File: src/assert_macros.svh
// Assertion macros shared by the RTL of the indexed insert/delete array.
// Plain text macros only; no dependencies.
`ifndef ASSERT_MACROS_SVH
`define ASSERT_MACROS_SVH

// Clocked check, masked while reset is asserted.
`define IIDA_ASSERT(lbl, prop, msg) \
  lbl: assert property (@(posedge clk_i) disable iff (!rst_ni) (prop)) else $error(msg);

// Clocked check that also holds during reset.
`define IIDA_ASSERT_ALWAYS(lbl, prop, msg) \
  lbl: assert property (@(posedge clk_i) (prop)) else $error(msg);

`endif

File: src/iida_pkg.sv
// Shared types and codes for the indexed insert/delete array.
// No dependencies.
package iida_pkg;

  // Request kinds carried in req_type.
  typedef enum logic [2:0] {
    REQ_APPEND = 3'd0,
    REQ_INSERT = 3'd1,
    REQ_EDIT   = 3'd2,
    REQ_DELETE = 3'd3,
    REQ_READ   = 3'd4,
    REQ_CHECK  = 3'd5
  } req_kind_e;

  // Result status codes.
  typedef enum logic [1:0] {
    ST_OK      = 2'd0,
    ST_FULL    = 2'd1,
    ST_BAD_IDX = 2'd2,
    ST_EMPTY   = 2'd3
  } status_e;

  // Operation broadcast to every storage cell.
  typedef enum logic [1:0] {
    CELL_HOLD   = 2'd0,
    CELL_WRITE  = 2'd1,
    CELL_INSERT = 2'd2,
    CELL_DELETE = 2'd3
  } cell_op_e;

  // Source of the read_data field of a result.
  typedef enum logic [1:0] {
    SRC_ZERO = 2'd0,
    SRC_CELL = 2'd1,
    SRC_POS  = 2'd2,
    SRC_ONES = 2'd3
  } rd_src_e;

  // Control broadcast along the row of cells.
  typedef struct packed {
    cell_op_e op;
    logic     rd_en;
    logic     sample;
  } cell_ctrl_t;

  localparam int unsigned WordW = 32;
  localparam int unsigned PosW  = 7;
  localparam int unsigned KindW = 3;
  localparam int unsigned StatW = 2;

endpackage

File: src/iida_cell.sv
// One storage cell of the shifting array: holds one word, trades with its neighbors.
// Depends on iida_pkg.
module iida_cell #(
  parameter int unsigned IdxW = 6
) (
  input  logic                          clk_i,
  input  iida_pkg::cell_ctrl_t          ctrl_i,
  input  logic [IdxW-1:0]               idx_i,
  input  logic [IdxW-1:0]               my_idx_i,
  input  logic [iida_pkg::WordW-1:0]    value_i,
  input  logic [iida_pkg::WordW-1:0]    left_i,
  input  logic [iida_pkg::WordW-1:0]    right_i,
  output logic [iida_pkg::WordW-1:0]    data_o,
  output logic [iida_pkg::WordW-1:0]    rd_o
);
  import iida_pkg::*;

  logic [WordW-1:0] data_q, data_d;
  logic [WordW-1:0] rd_q;
  logic             hit;
  logic             above;

  assign hit   = (my_idx_i == idx_i);
  assign above = (my_idx_i > idx_i);

  // Pick the next word: hold, load, take from below or from above.
  always_comb begin
    data_d = data_q;
    case (ctrl_i.op)
      CELL_WRITE: begin
        if (hit) data_d = value_i;
      end
      CELL_INSERT: begin
        if (hit) begin
          data_d = value_i;
        end else if (above) begin
          data_d = left_i;
        end
      end
      CELL_DELETE: begin
        if (hit || above) data_d = right_i;
      end
      default: data_d = data_q;
    endcase
  end

  always_ff @(posedge clk_i) begin
    data_q <= data_d;
  end

  // Capture the addressed word for a read; other cells drive zero.
  always_ff @(posedge clk_i) begin
    if (ctrl_i.sample) begin
      rd_q <= (ctrl_i.rd_en && hit) ? data_q : '0;
    end
  end

  assign data_o = data_q;
  assign rd_o   = rd_q;

endmodule

File: config.mk
export PLATFORM = sky130hd
export DESIGN_NAME = iida_cell
export DESIGN_NICKNAME = d
export VERILOG_FILES = /design/src/assert_macros.svh /design/src/iida_pkg.sv /design/src/iida_cell.sv
export SDC_FILE = /design/constraint.sdc
export NUM_CORES = 1
export LEC_CHECK = 0
export ABC_AREA = 1
export BUFFER_PORTS_ARGS = -buffer_cell sky130_fd_sc_hd__buf_2
export CORE_UTILIZATION = 47
export DETAILED_ROUTE_END_ITERATION = 8
export GPL_ROUTABILITY_DRIVEN = 0
export HOLD_SLACK_MARGIN = 0.1
export PLACE_DENSITY = 0.79
export SLEW_MARGIN = 20
export SYNTH_ARGS = -nofsm -noshare
export SYNTH_HDL_FRONTEND = slang
export SYNTH_SLANG_ARGS = --single-unit
File: constraint.sdc
create_clock -name clk_i -period 2.6 [get_ports clk_i]
set_input_delay 0 -clock clk_i [delete_from_list [all_inputs] [get_ports clk_i]]
set_output_delay 0 -clock clk_i [all_outputs]
set_load 0.03 [all_outputs]
* Word-level counts from Yosys, hierarchy flattened
Cells that the tools add are included.
** Operators by class
- Order comparisons :: 1
- Equal/unequal tests :: 7
- Muxes and demuxes :: 5
- Reductions and logical operators :: 4
** Operators by type and width (number)
- $mux W32 :: 4
- $pmux W32 S3 :: 1
- $eq A6 B6 Y1 :: 1
- $gt A6 B6 Y1 :: 1
- $eq A2 B2 Y1 const B :: 2
- $ne A2 B2 Y1 const B :: 2
- $reduce_and A4 Y1 :: 1
- $ne A3 B3 Y1 const B :: 1
- $reduce_bool A3 Y1 :: 1
- $eq A2 B1 Y1 const B :: 1
- $logic_and A1 B1 Y1 :: 1
- $logic_or A1 B1 Y1 :: 1
** Storage, ports and cells
- Flip-flop bits (word level) :: 64
- Input port bits :: 113
- Output and inout port bits :: 64
- Word-level logic and storage cells :: 19

* Longest topological paths before layout
Gate-level depths: netlist of run 1.
- Depth after elaboration :: 4
- Depth in mapped cells :: 9
- Depth with buffers taken out :: 8

* Worst setup path before layout of run 1
OpenSTA, ideal clock, no wires.
- Path kind :: input -> register
- From :: input idx_i[3]
- To :: register data_q[0], in the netlist data_o[0] (enable)
- Setup time :: 387 ps
- Arrival time :: 1488 ps
- Data required time :: 2213 ps
- Setup slack :: 726 ps
- Stages on the path :: 9
- Path buffers :: 1
- Cell sequence :: inv_1 > ha_1 > nand2_1 > nor2_2 > buf_4 > nand2_1 > nand3_1 > nand2_1 > inv_1
** On the way
- Longest elaborated chain between the ends :: 4
- Elaborated cells on any way between the ends :: 7
- Classes of those cells :: order compare: 1; eq/ne: 4; reduce/logical: 2
** RTL lines
- from (decl) :: RTL line iida_cell.sv:8 : input logic [IdxW-1:0] idx_i,
- $gt A6 B6 Y1 / $eq A6 B6 Y1 (equally long branches) :: RTL line iida_cell.sv:24, iida_cell.sv:23
- $logic_or A1 B1 Y1 :: RTL line iida_cell.sv:41 : if (hit || above) data_d = right_i;
- $ne A2 B2 Y1 (no source line)
- $reduce_and A4 Y1 (no source line) *
- to (signal assigned) :: RTL line iida_cell.sv:48 : data_q <= data_d;
- to (decl) :: RTL line iida_cell.sv:18 : logic [WordW-1:0] data_q, data_d;
Mark *: on every way between the ends. The rest lies on a longest branch, timed or not.
A chain may end at the register's enable or synchronous reset.

* Worst setup path in the final report of run 1
- From :: input idx_i[1]
- To :: register data_q[10], in the netlist data_o[10] (data pin)
** On the way
- Longest elaborated chain between the ends :: 3
** RTL lines
- $eq A6 B6 Y1 :: RTL line iida_cell.sv:23 : assign hit = (my_idx_i == idx_i);
- $mux W32 :: RTL line iida_cell.sv:34 : if (hit) begin
- $pmux W32 S3 :: RTL line iida_cell.sv:29 : case (ctrl_i.op)
- via data_d[10] :: RTL line iida_cell.sv:18
The timed path passes the listed nets, and every way through them passes these cells.

==> results of run 1 <==
-- cells in the mapped netlist --
library cell | instances | area, sq um
inv_1 | 80 | 300.3
nand3_1 | 68 | 340.3
edfxtp_1 | 64 | 1922
nand2_1 | 46 | 172.7
nor2_1 | 34 | 127.6
a21oi_1 | 31 | 155.2
o21ai_0 | 31 | 155.2
o21bai_1 | 30 | 225.2
buf_2 | 21 | 105.1
ha_1 | 6 | 75.07
buf_4 | 4 | 30.03
buf_6 | 3 | 33.78
clkbuf_1 | 3 | 11.26
inv_2 | 1 | 3.750
nor2_2 | 1 | 6.260
nor2_4 | 1 | 11.26
o22ai_1 | 1 | 6.260
-- metrics by stage --
stage / setup WS (ps) / cells
6_report: 224.8 / 749
5_1_grt: 63.43 / 749
4_1_cts: 80.71 / 749
3_5_place_dp: 532.9 / 674
3_3_place_gp: 685.5 / 674
2_1_floorplan: 725.6 / 425
-- cell type report --
| cell class | instances | area share |
|---|---|---|
| sequential | 64 | 0.3598 |
| timing repair buffer | 240 | 0.2832 |
| multi-input combinational | 249 | 0.2396 |
| inverter | 81 | 0.05716 |
| clock buffer | 10 | 0.02389 |
| tap | 99 | 0.02319 |
| clock inverter | 6 | 0.01312 |
-- how the worst min path moves through the flow --
stage                            from          to  slack [ps]  cells after the start
after floorplan             ctrl_i[0]     rd_o[0]         110                      0
after detailed placement   left_i[16]  data_o[16]         340                      3
final                     right_i[25]  data_o[25]         120                      4
after CTS                 right_i[19]  data_o[19]         100                      4
after global placement      left_i[4]   data_o[4]         340                      3
after global routing      right_i[25]  data_o[25]         120                      4
-- flip-flops by register name (all words and copies together) (netlist names) --
signal / flops
data_o: 32
rd_o: 32
-- cells in the final DEF (no fill, tap or decap) --
| master | n |
|---|---|
| nor2_1 | 34 |
| dlygate4sd3_1 | 59 |
| buf_4 | 4 |
| nand3_1 | 68 |
| clkbuf_8 | 9 |
| nand2_1 | 46 |
| clkinv_2 | 1 |
| nor2_4 | 2 |
| edfxtp_1 | 64 |
| inv_1 | 79 |
| o22ai_1 | 1 |
| buf_2 | 176 |
| bufinv_16 | 1 |
| clkinvlp_4 | 3 |
| o21bai_1 | 30 |
| buf_6 | 1 |
| ha_1 | 6 |
| inv_2 | 1 |
| clkbuf_1 | 1 |
| clkinv_4 | 2 |
| a21oi_1 | 31 |
| o21ai_0 | 31 |
-- power groups by stage --
| stage | clock (mW) | combinational [mW] | sequential [mW] |
|---|---|---|---|
| after global placement | 0 | 0.561 | 1.29 |
| after global routing | 0.892 | 0.730 | 1.28 |
| after CTS | 0.853 | 0.664 | 1.27 |
| after floorplan | 0 | 0.223 | 1.43 |
| after detailed placement | 0 | 0.573 | 1.30 |
| final | 0.846 | 0.674 | 1.27 |
-- worst max-delay path, stage by stage --
cell and delay [ps]:
buf_2 70, inv_1 30, ha_1 280, nand2_1 70
clkinv_2 310, buf_6 310, nand3_1 110, nand3_1 110
dlygate4sd3_1 550, nand2_1 50, dlygate4sd3_1 550
-- per-layer routing --
layer,vias to the layer above,GRT usage,part of all wire
li1,1841,-,-
met1,1657,0.3037,0.39
met2,235,0.4356,0.49
met3,41,0.04040,0.068
met4,0,0.1613,0.047
met5,-,0,0
-- logic make-up after synthesis --
group / Yosys count / synth area share
compound gates: 93 / 0.1472
fa+ha+maj: 6 / 0.02039
buf+inv: 112 / 0.1315
flops: 64 / 0.5221
simple gates: 150 / 0.1788
-- timing repair --
item	CTS	global route
hold endpoints to repair	32	0
hold buffers	59	0
resized for setup	0	2
endpoints found under the setup margin	0	1
setup buffers	0	0
==> reports/metrics.yaml, run 1 <==
clocking:
  numClockSinks: 64
  clkSlewWorstSetupHoldPaths_ps: 70
  cts_htree_levels: 3
  numCtsBuffers: 9
  clock_latency_ps: 330
  cts-root-buf: "clkbuf_8"
  clk_path_buf_depth: 2
  tritoncts: "yes"
floorplanning:
  initial_core_util: 0.4969
  rows: 31
  dieArea_sq_um: 8190
  pin_count: 177
  fp.coreArea_sq_um: 7408
  die_w_um: 90.50
  die_h_um: 90.50
layout:
  area_growth_pct: 45.11
  stdcell_area_sq_um: 5341
  seq_area_sq_um: 1922
  fill_cells: 565
  drive_gt1_frac: 0.3077
  antenna_cells: 0
  multi_input_area_sq_um: 1280
  final_nets: 764
  final_util: 0.7210
sta:
  period_needed_ps: 2375
  period_share: 0.9135
  maxSlewViolCount: 0
  rsz0062_at_grt: "no"
  setup_viol: 0
  hold_viol_final: 0
  worst_pin_slew_ps: 750.0
  holdWs_ps: 118.1
  fin_tns_setup_ps: 0
  fmax_mhz: 421.0
  relSlewSlack: 0.4988
  skew_ps: 6.260
global_routing:
  grt_pass1_wl_mm: 16.39
  antenna_found_initial: 0
  grt_overflow: 0
  gr-usage-all-layers: 0.2569
  grt_max_degree: 44
  grt_pass1_vias: 3464
power_and_ir_drop:
  switchingPower_mw: 0.8551
  fin_total_pwr_mw: 2.795
  max-vdd-ir-drop_mv: 0.2790
  p_comb_frac: 0.241
  internal_power_mw: 1.940
  power.density_nw_per_um2: 523.3
  switching_share: 0.3060
  clockPowerShare: 0.303
  power_frac_seq: 0.456
  p_leak_nw: 2.617
setup_path:
  required_ps: 2690
  rr_worst_depth: 2
  r2r-end: "rd_o[4]"
  worstSetupStartpoint: "idx_i[1]"
  worstSetupPathType: "input port to flop"
  timing.rr.start: "data_o[4]"
  critical_path.max_fanout: 34
  cp.arrival_ps: 2460
  endpoint: "data_o[10]"
  rrSetupSlack_ps: 1770
  start_kind: "input port"
  end_kind: "flop"
route:
  first_pass_iters: 5
  drt-wirelength-per-cell_um: 13.94
  drtIter0Drc: 317
  drt-vias-per-instance: 5.039
  ant_nets: 0
  vias: 3774
  drc_errors: 0
  wl_mm: 10.44
synthesis:
  syn_nets: 544
  synth.cell_area_sq_um: 3681
  synthCells: 425
  ys_seq_area_frac: 0.5221
  ys_ff_latch: 64
  synth_warnings: 0
  avgSynthCellArea_sq_um: 8.661
  ys_types: 17
outcome:
  status: "finished clean"
placement:
  placed_cell_area_sq_um: 4548
  port_buffers: 176
  dpl.hpwl_mm: 6.871
hold_path:
  hold_path_class: "input port to flop"
run:
  maxCapViolCount: 0
No activity file was read; power rests on OpenSTA's default activity.
==> run 2, diff against run 1 <==
--- a/config.mk
+++ b/config.mk
@@ -7,11 +7,12 @@
 export LEC_CHECK = 0
 export ABC_AREA = 1
 export BUFFER_PORTS_ARGS = -buffer_cell sky130_fd_sc_hd__buf_2
+export CORE_ASPECT_RATIO = 0.9
 export CORE_UTILIZATION = 47
 export DETAILED_ROUTE_END_ITERATION = 8
 export GPL_ROUTABILITY_DRIVEN = 0
-export HOLD_SLACK_MARGIN = 0.1
 export PLACE_DENSITY = 0.79
+export SKIP_LAST_GASP = 1
 export SLEW_MARGIN = 20
 export SYNTH_ARGS = -nofsm -noshare
 export SYNTH_HDL_FRONTEND = slang
==> run 2 against run 1 <==
Against the previous run:
- setup slack improved by 750 ps
- non-clock buffer count is 58 lower
- utilization shrank 9.3 points
- clock power shrank 4.8%
- die area is essentially flat
- first-iteration DRC count down 35%
- count of clock-buffer cells in the layout unchanged
- fmax increased by 46%
- hold slack worse by 110 ps
- critical path type unchanged
- critical endpoint is now rd_o[15]
==> reports/metrics.yaml, run 2 (synthesized netlist as in run 1, its figures left out) <==
sta:
  relSlewSlack: 0.5187  # was 0.4988
  hold_viol_final: 0  # unchanged
  worst_pin_slew_ps: 720.3  # was 750.0 ps
  setup_viol: 0  # unchanged
  skew_ps: 6.824  # was 6.260 ps
  period_needed_ps: 1623  # was 2375 ps
  period_share: 0.6244  # was 0.9135
  setup_ws_ps: 976.5  # was 224.8 ps
  fin_tns_setup_ps: 0  # unchanged
  fmax_mhz: 616.0  # was 421.0 MHz
  rsz0062_at_grt: "no"  # unchanged
  maxSlewViolCount: 0  # unchanged
placement:
  port_buffers: 176  # unchanged
  placed_cell_area_sq_um: 4552  # was 4548 sq um
  preCtsSetupSlack_ps: 647.3  # was 532.9 ps
  dpl.hpwl_mm: 7.036  # was 6.871 mm
floorplanning:
  die_w_um: 95.29  # was 90.50 um
  dieArea_sq_um: 8190  # about the same
  die_h_um: 85.96  # was 90.50 um
  pin_count: 177  # unchanged
  fp.coreArea_sq_um: 7545  # was 7408 sq um
  initial_core_util: 0.4879  # was 0.4969
  rows: 30  # was 31
route:
  first_pass_iters: 5  # unchanged
  drt-vias-per-instance: 5.049  # was 5.039
  drt-wirelength-per-cell_um: 13.60  # was 13.94 um
  vias: 3474  # was 3,774
  ant_nets: 0  # unchanged
  drc_errors: 0  # unchanged
  drtIter0Drc: 206  # was 317
  wl_mm: 9.358  # was 10.44 mm
layout:
  antenna_cells: 0  # unchanged
  area_growth_pct: 28.76  # was 45.11%
  final_common_cell: "buf_2"  # unchanged
  final_nets: 706  # was 764
  stdcell_area_sq_um: 4740  # was 5341 sq um
  layout_common_cells: "176 x buf_2, 79 x inv_1, 68 x nand3_1, 64 x edfxtp_1, 46 x nand2_1"  # was 176 x buf_2, 79 x inv_1, 68 x nand3_1, 64 x edfxtp_1, 59 x dlygate4sd3_1
  drive_gt1_frac: 0.3395  # was 0.3077
hold_path:
  holdCritStartpoint: "left_i[25]"  # was right_i[25]
  hold_depth: 3  # was 4
  hold_path_class: "input port to flop"  # unchanged
  worstHoldEndpoint: "data_o[25]"  # unchanged
setup_path:
  path_common_cell: "buf_4"
  end_kind: "flop"  # unchanged
  max_stage_delay_ps: 410  # was 550 ps
  rrSetupSlack_ps: 1750  # was 1770 ps
  r2r-end: "rd_o[31]"  # was rd_o[4]
  cp.arrival_ps: 1810  # was 2460 ps
  start_kind: "input port"  # unchanged
  path_cells: "buf_2 > inv_1 > ha_1 > nand2_1 > inv_2 > buf_4 > nand3_1 > buf_4 > nor2_1"  # was buf_2 > inv_1 > ha_1 > nand2_1 > clkinv_2 > buf_6 > nand3_1 > nand3_1 > dlygate4sd3_1 > nand2_1 > dlygate4sd3_1
  rr_worst_depth: 2  # unchanged
  critical_path.max_fanout: 33  # was 34
  worstSetupPathType: "input port to flop"  # unchanged
  timing.rr.start: "data_o[31]"  # was data_o[4]
  required_ps: 2790  # was 2690 ps
  cpMaxStageDelayCell: "buf_4"  # was dlygate4sd3_1
power_and_ir_drop:
  p_leak_nw: 2.370  # was 2.617 nW
  fin_total_pwr_mw: 2.661  # was 2.795 mW
  power.density_nw_per_um2: 561.4  # was 523.3 nW/um^2
  max-vdd-ir-drop_mv: 0.2201  # was 0.2790 mV
clocking:
  cts_resized: 0  # unchanged
  post_cts_buffers: 0  # unchanged
  numClockSinks: 64  # unchanged
  tritoncts: "yes"  # unchanged
  clk_path_buf_depth: 2  # unchanged
  holdBufCountCts: 0  # was 59
  numCtsBuffers: 9  # unchanged
  clock_latency_ps: 330  # about the same
  clkSlewWorstSetupHoldPaths_ps: 70  # about the same
  cts_htree_levels: 3  # unchanged
  cts-root-buf: "clkbuf_8"  # unchanged
outcome:
  status: "finished clean"  # unchanged
run:
  maxCapViolCount: 0  # unchanged
global_routing:
  grt_max_degree: 42  # was 44
  grt_pass1_vias: 3140  # was 3,464
  grt_pass1_wl_mm: 14.32  # was 16.39 mm
  grt_overflow: 0  # unchanged
  gr-usage-all-layers: 0.2296  # was 0.2569
  antenna_found_initial: 0  # unchanged
[run 2: changes by cell type in the layout (fill, tap and decap cells not counted)]
cell           delta
clkinv_2          +2
buf_4             +2
buf_6             -1
clkinv_4          -2
dlygate4sd3_1    -59
inv_2             +1
clkinvlp_4        -1
[run 2: cell type report]
cell class	instances	area (sq um)
Sequential cell	64	1922
Timing Repair Buffer	182	925.9
Tap cell	96	120.1
Clock inverter	6	60.06
Clock buffer	10	127.6
Multi-Input combinational cell	249	1280
Fill cell	676	2805
Inverter	81	304.0
[run 2: stage by stage]
stage	hold slack, ps	util	std cells
floorplan	112.5	-	425
global placement	345.3	0.6033	672
global route	0.2324	0.6282	688
finish	3.137	0.6282	688
CTS	0.6609	0.6282	688
detailed placement	350.1	0.6033	672
[run 2: layer usage]
metal	global-route usage	up-vias	wire length, um
li1	-	1726	-
met1	0.2952	1585	3981
met2	0.3883	147	4627
met3	0.04787	16	562
met4	0.06749	0	186
met5	0	-	0
[run 2: power breakdown]
| group | switching (mW) | internal [mW] | total, mW |
|---|---|---|---|
| combinational | 0.390 | 0.189 | 0.579 |
| clock | 0.367 | 0.437 | 0.805 |
| sequential | 0.0480 | 1.23 | 1.28 |
[run 2: worst max-delay path by stage]
stage,from,to,cells after the start
floorplan,idx_i[3],data_o[0],9
global placement,idx_i[1],data_o[19],10
detailed placement,idx_i[1],rd_o[3],9
CTS,idx_i[1],rd_o[9],9
global route,idx_i[1],rd_o[31],9
finish,idx_i[1],rd_o[15],9
[run 2: worst max-delay path, delay by kind of cell]
family | cells | cell delay, ps
adders and majority gates | 1 | 290
buffers and inverters | 5 | 1170
and+or+nand+nor | 3 | 330
==> run 3, diff against run 2 <==
==> constraint.sdc (replaced) <==
create_clock -name clk_i -period 1.5 [get_ports clk_i]
set_input_delay 0 -clock clk_i [delete_from_list [all_inputs] [get_ports clk_i]]
set_output_delay 0 -clock clk_i [all_outputs]
set_load 0.03 [all_outputs]
==> run 3 against run 2 <==
Against the previous run:
- via count grew 3.6%
- wire length grew 4.1%
- setup slack got worse by 610 ps
- clock skew increased by 2.4 ps
- hold slack improved by 11 ps
- largest cell class unchanged
- sequential power is 72% higher
==> reports/metrics.yaml, run 3 (synthesized netlist as in run 1, its figures left out) <==
outcome:
  status: "finished clean"  # unchanged
layout:
  finalNonFillerCells: 703  # was 688
  antenna_cells: 0  # unchanged
  final_common_cell: "buf_2"  # unchanged
  final_nets: 721  # was 706
  drive_gt1_frac: 0.3773  # was 0.3395
  multi_input_area_sq_um: 1383  # was 1280 sq um
  layout_common_cells: "176 x buf_2, 72 x inv_1, 67 x nand3_1, 64 x edfxtp_1, 41 x nand2_1"  # was 176 x buf_2, 79 x inv_1, 68 x nand3_1, 64 x edfxtp_1, 46 x nand2_1
  seq_area_sq_um: 1922  # unchanged
  area_growth_pct: 36.71  # was 28.76%
  fill_cells: 620  # was 676
  stdcell_area_sq_um: 5032  # was 4740 sq um
setup_path:
  endpoint: "data_o[17]"  # was rd_o[15]
  cp.arrival_ps: 1170  # was 1810 ps
  end_kind: "flop"  # unchanged
  rr_worst_depth: 2  # unchanged
  required_ps: 1540  # was 2790 ps
  critical_path.max_fanout: 20  # was 33
  worstSetupPathType: "input port to flop"  # unchanged
  worstSetupStartpoint: "idx_i[5]"  # was idx_i[1]
  rrSetupSlack_ps: 700  # was 1750 ps
  max_stage_delay_ps: 270  # was 410 ps
  timing.rr.start: "data_o[18]"  # was data_o[31]
  r2r-end: "rd_o[18]"  # was rd_o[31]
  start_kind: "input port"  # unchanged
  path_cells: "buf_2 > inv_4 > ha_4 > nand2_4 > nor2_4 > nand3_1 > nand2_1 > nand2_2 > clkinvlp_4 > buf_12"  # was buf_2 > inv_1 > ha_1 > nand2_1 > inv_2 > buf_4 > nand3_1 > buf_4 > nor2_1
  cpMaxStageDelayCell: "ha_4"  # was buf_4
placement:
  port_buffers: 176  # unchanged
  dp_cells: 681  # was 672
  placed_cell_area_sq_um: 4808  # was 4552 sq um
  dpl.hpwl_mm: 7.409  # was 7.036 mm
  preCtsSetupSlack_ps: 12.32  # was 647.3 ps
floorplanning:
  die_h_um: 85.96  # unchanged
  fp.coreArea_sq_um: 7545  # unchanged
  pin_count: 177  # unchanged
  rows: 30  # unchanged
  initial_core_util: 0.4879  # unchanged
  die_w_um: 95.29  # unchanged
  dieArea_sq_um: 8190  # unchanged
route:
  ant_nets: 0  # unchanged
  drc_errors: 0  # unchanged
  drt-wirelength-per-cell_um: 13.86  # was 13.60 um
  drtIter0Drc: 253  # was 206
  drt-vias-per-instance: 5.119  # was 5.049
  first_pass_iters: 6  # was 5
  vias: 3599  # was 3,474
  wl_mm: 9.745  # was 9.358 mm
sta:
  rsz0062_at_grt: "no"  # unchanged
  fmax_mhz: 882.9
  holdWs_ps: 14.09  # was 3.137 ps
  setup_viol: 0  # unchanged
  fin_tns_setup_ps: 0  # unchanged
  skew_ps: 9.234  # was 6.824 ps
  period_share: 0.7551
  setup_ws_ps: 367.4  # was 976.5 ps
  hold_viol_final: 0  # unchanged
  period_needed_ps: 1133
  maxSlewViolCount: 0  # unchanged
  worst_pin_slew_ps: 698.7  # was 720.3 ps
  relSlewSlack: 0.5342  # was 0.5187
global_routing:
  grt_max_degree: 34  # was 42
  grt_pass1_vias: 3317  # was 3,140
  grt_pass1_wl_mm: 15.35  # was 14.32 mm
  antenna_found_initial: 0  # unchanged
  grt_overflow: 0  # unchanged
  gr-usage-all-layers: 0.2456  # was 0.2296
clocking:
  cts_htree_levels: 3  # unchanged
  clkSlewWorstSetupHoldPaths_ps: 60  # was 70 ps
  cts-root-buf: "clkbuf_8"  # unchanged
  clk_path_buf_depth: 2  # unchanged
  cts_resized: 0  # unchanged
  post_cts_buffers: 0  # unchanged
  tritoncts: "yes"  # unchanged
  numClockSinks: 64  # unchanged
  numCtsBuffers: 9  # unchanged
  clock_latency_ps: 340  # was 330 ps
power_and_ir_drop:
  p_leak_nw: 2.466  # was 2.370 nW
  power.density_nw_per_um2: 904.0  # was 561.4 nW/um^2
  max-vdd-ir-drop_mv: 0.3928  # was 0.2201 mV
hold_path:
  hold_path_class: "input port to flop"  # unchanged
run:
  maxCapViolCount: 0  # unchanged
-- run 3: worst min path at each step --
| stage | from | to | slack [ps] | cells past startpoint |
|---|---|---|---|---|
| after floorplan | ctrl_i[0] | rd_o[0] | 110 | 0 |
| after global placement | left_i[1] | data_o[1] | 340 | 3 |
| after detailed placement | left_i[0] | data_o[0] | 350 | 3 |
| after CTS | left_i[26] | data_o[26] | 0.5 | 3 |
| after global routing | left_i[2] | data_o[2] | 2 | 3 |
| final | left_i[26] | data_o[26] | 10 | 3 |
-- run 3: power by group --
part           leakage, nW  total (mW)  internal, mW  switching [mW]
clock network       0.0858        1.24         0.590           0.646
logic                 1.74        1.11         0.401           0.710
registers            0.635        2.20          2.13          0.0754
total                 2.47        4.55          3.12            1.43
-- run 3: critical path, delay by kind of cell --
kind                     cells  cell delay (ps)
AND/OR/NAND/NOR              5              500
buffers and inverters        4              400
adder cells (fa/ha/maj)      1              270
-- run 3: through the flow --
stage	utilization	power (mW)
after floorplan	-	2.911
after global placement	0.6373	3.305
after detailed placement	0.6373	3.339
after CTS	0.6670	4.589
after global routing	0.6670	4.785
final	0.6670	4.549
-- run 3: layer usage --
metal,global-route usage,vias up,routed length (um)
li1,-,1761,-
met1,0.3200,1622,4060
met2,0.3792,184,4558
met3,0.04699,32,705
met4,0.1446,0,419
met5,0,-,0
-- run 3: layout make-up --
cell class              instances  share of cell area
clock buffers                  10             0.02536
flip-flops and latches         64              0.3819
inverters                      81             0.06266
well taps                      96             0.02387
repair buffers                197              0.2243
multi-input cells             249              0.2747
clock inverters                 6            0.007210
-- run 3: repair_timing --
action	CTS	global route
hold endpoints to repair	6	0
setup endpoints to repair	0	0
hold buffers	6	0
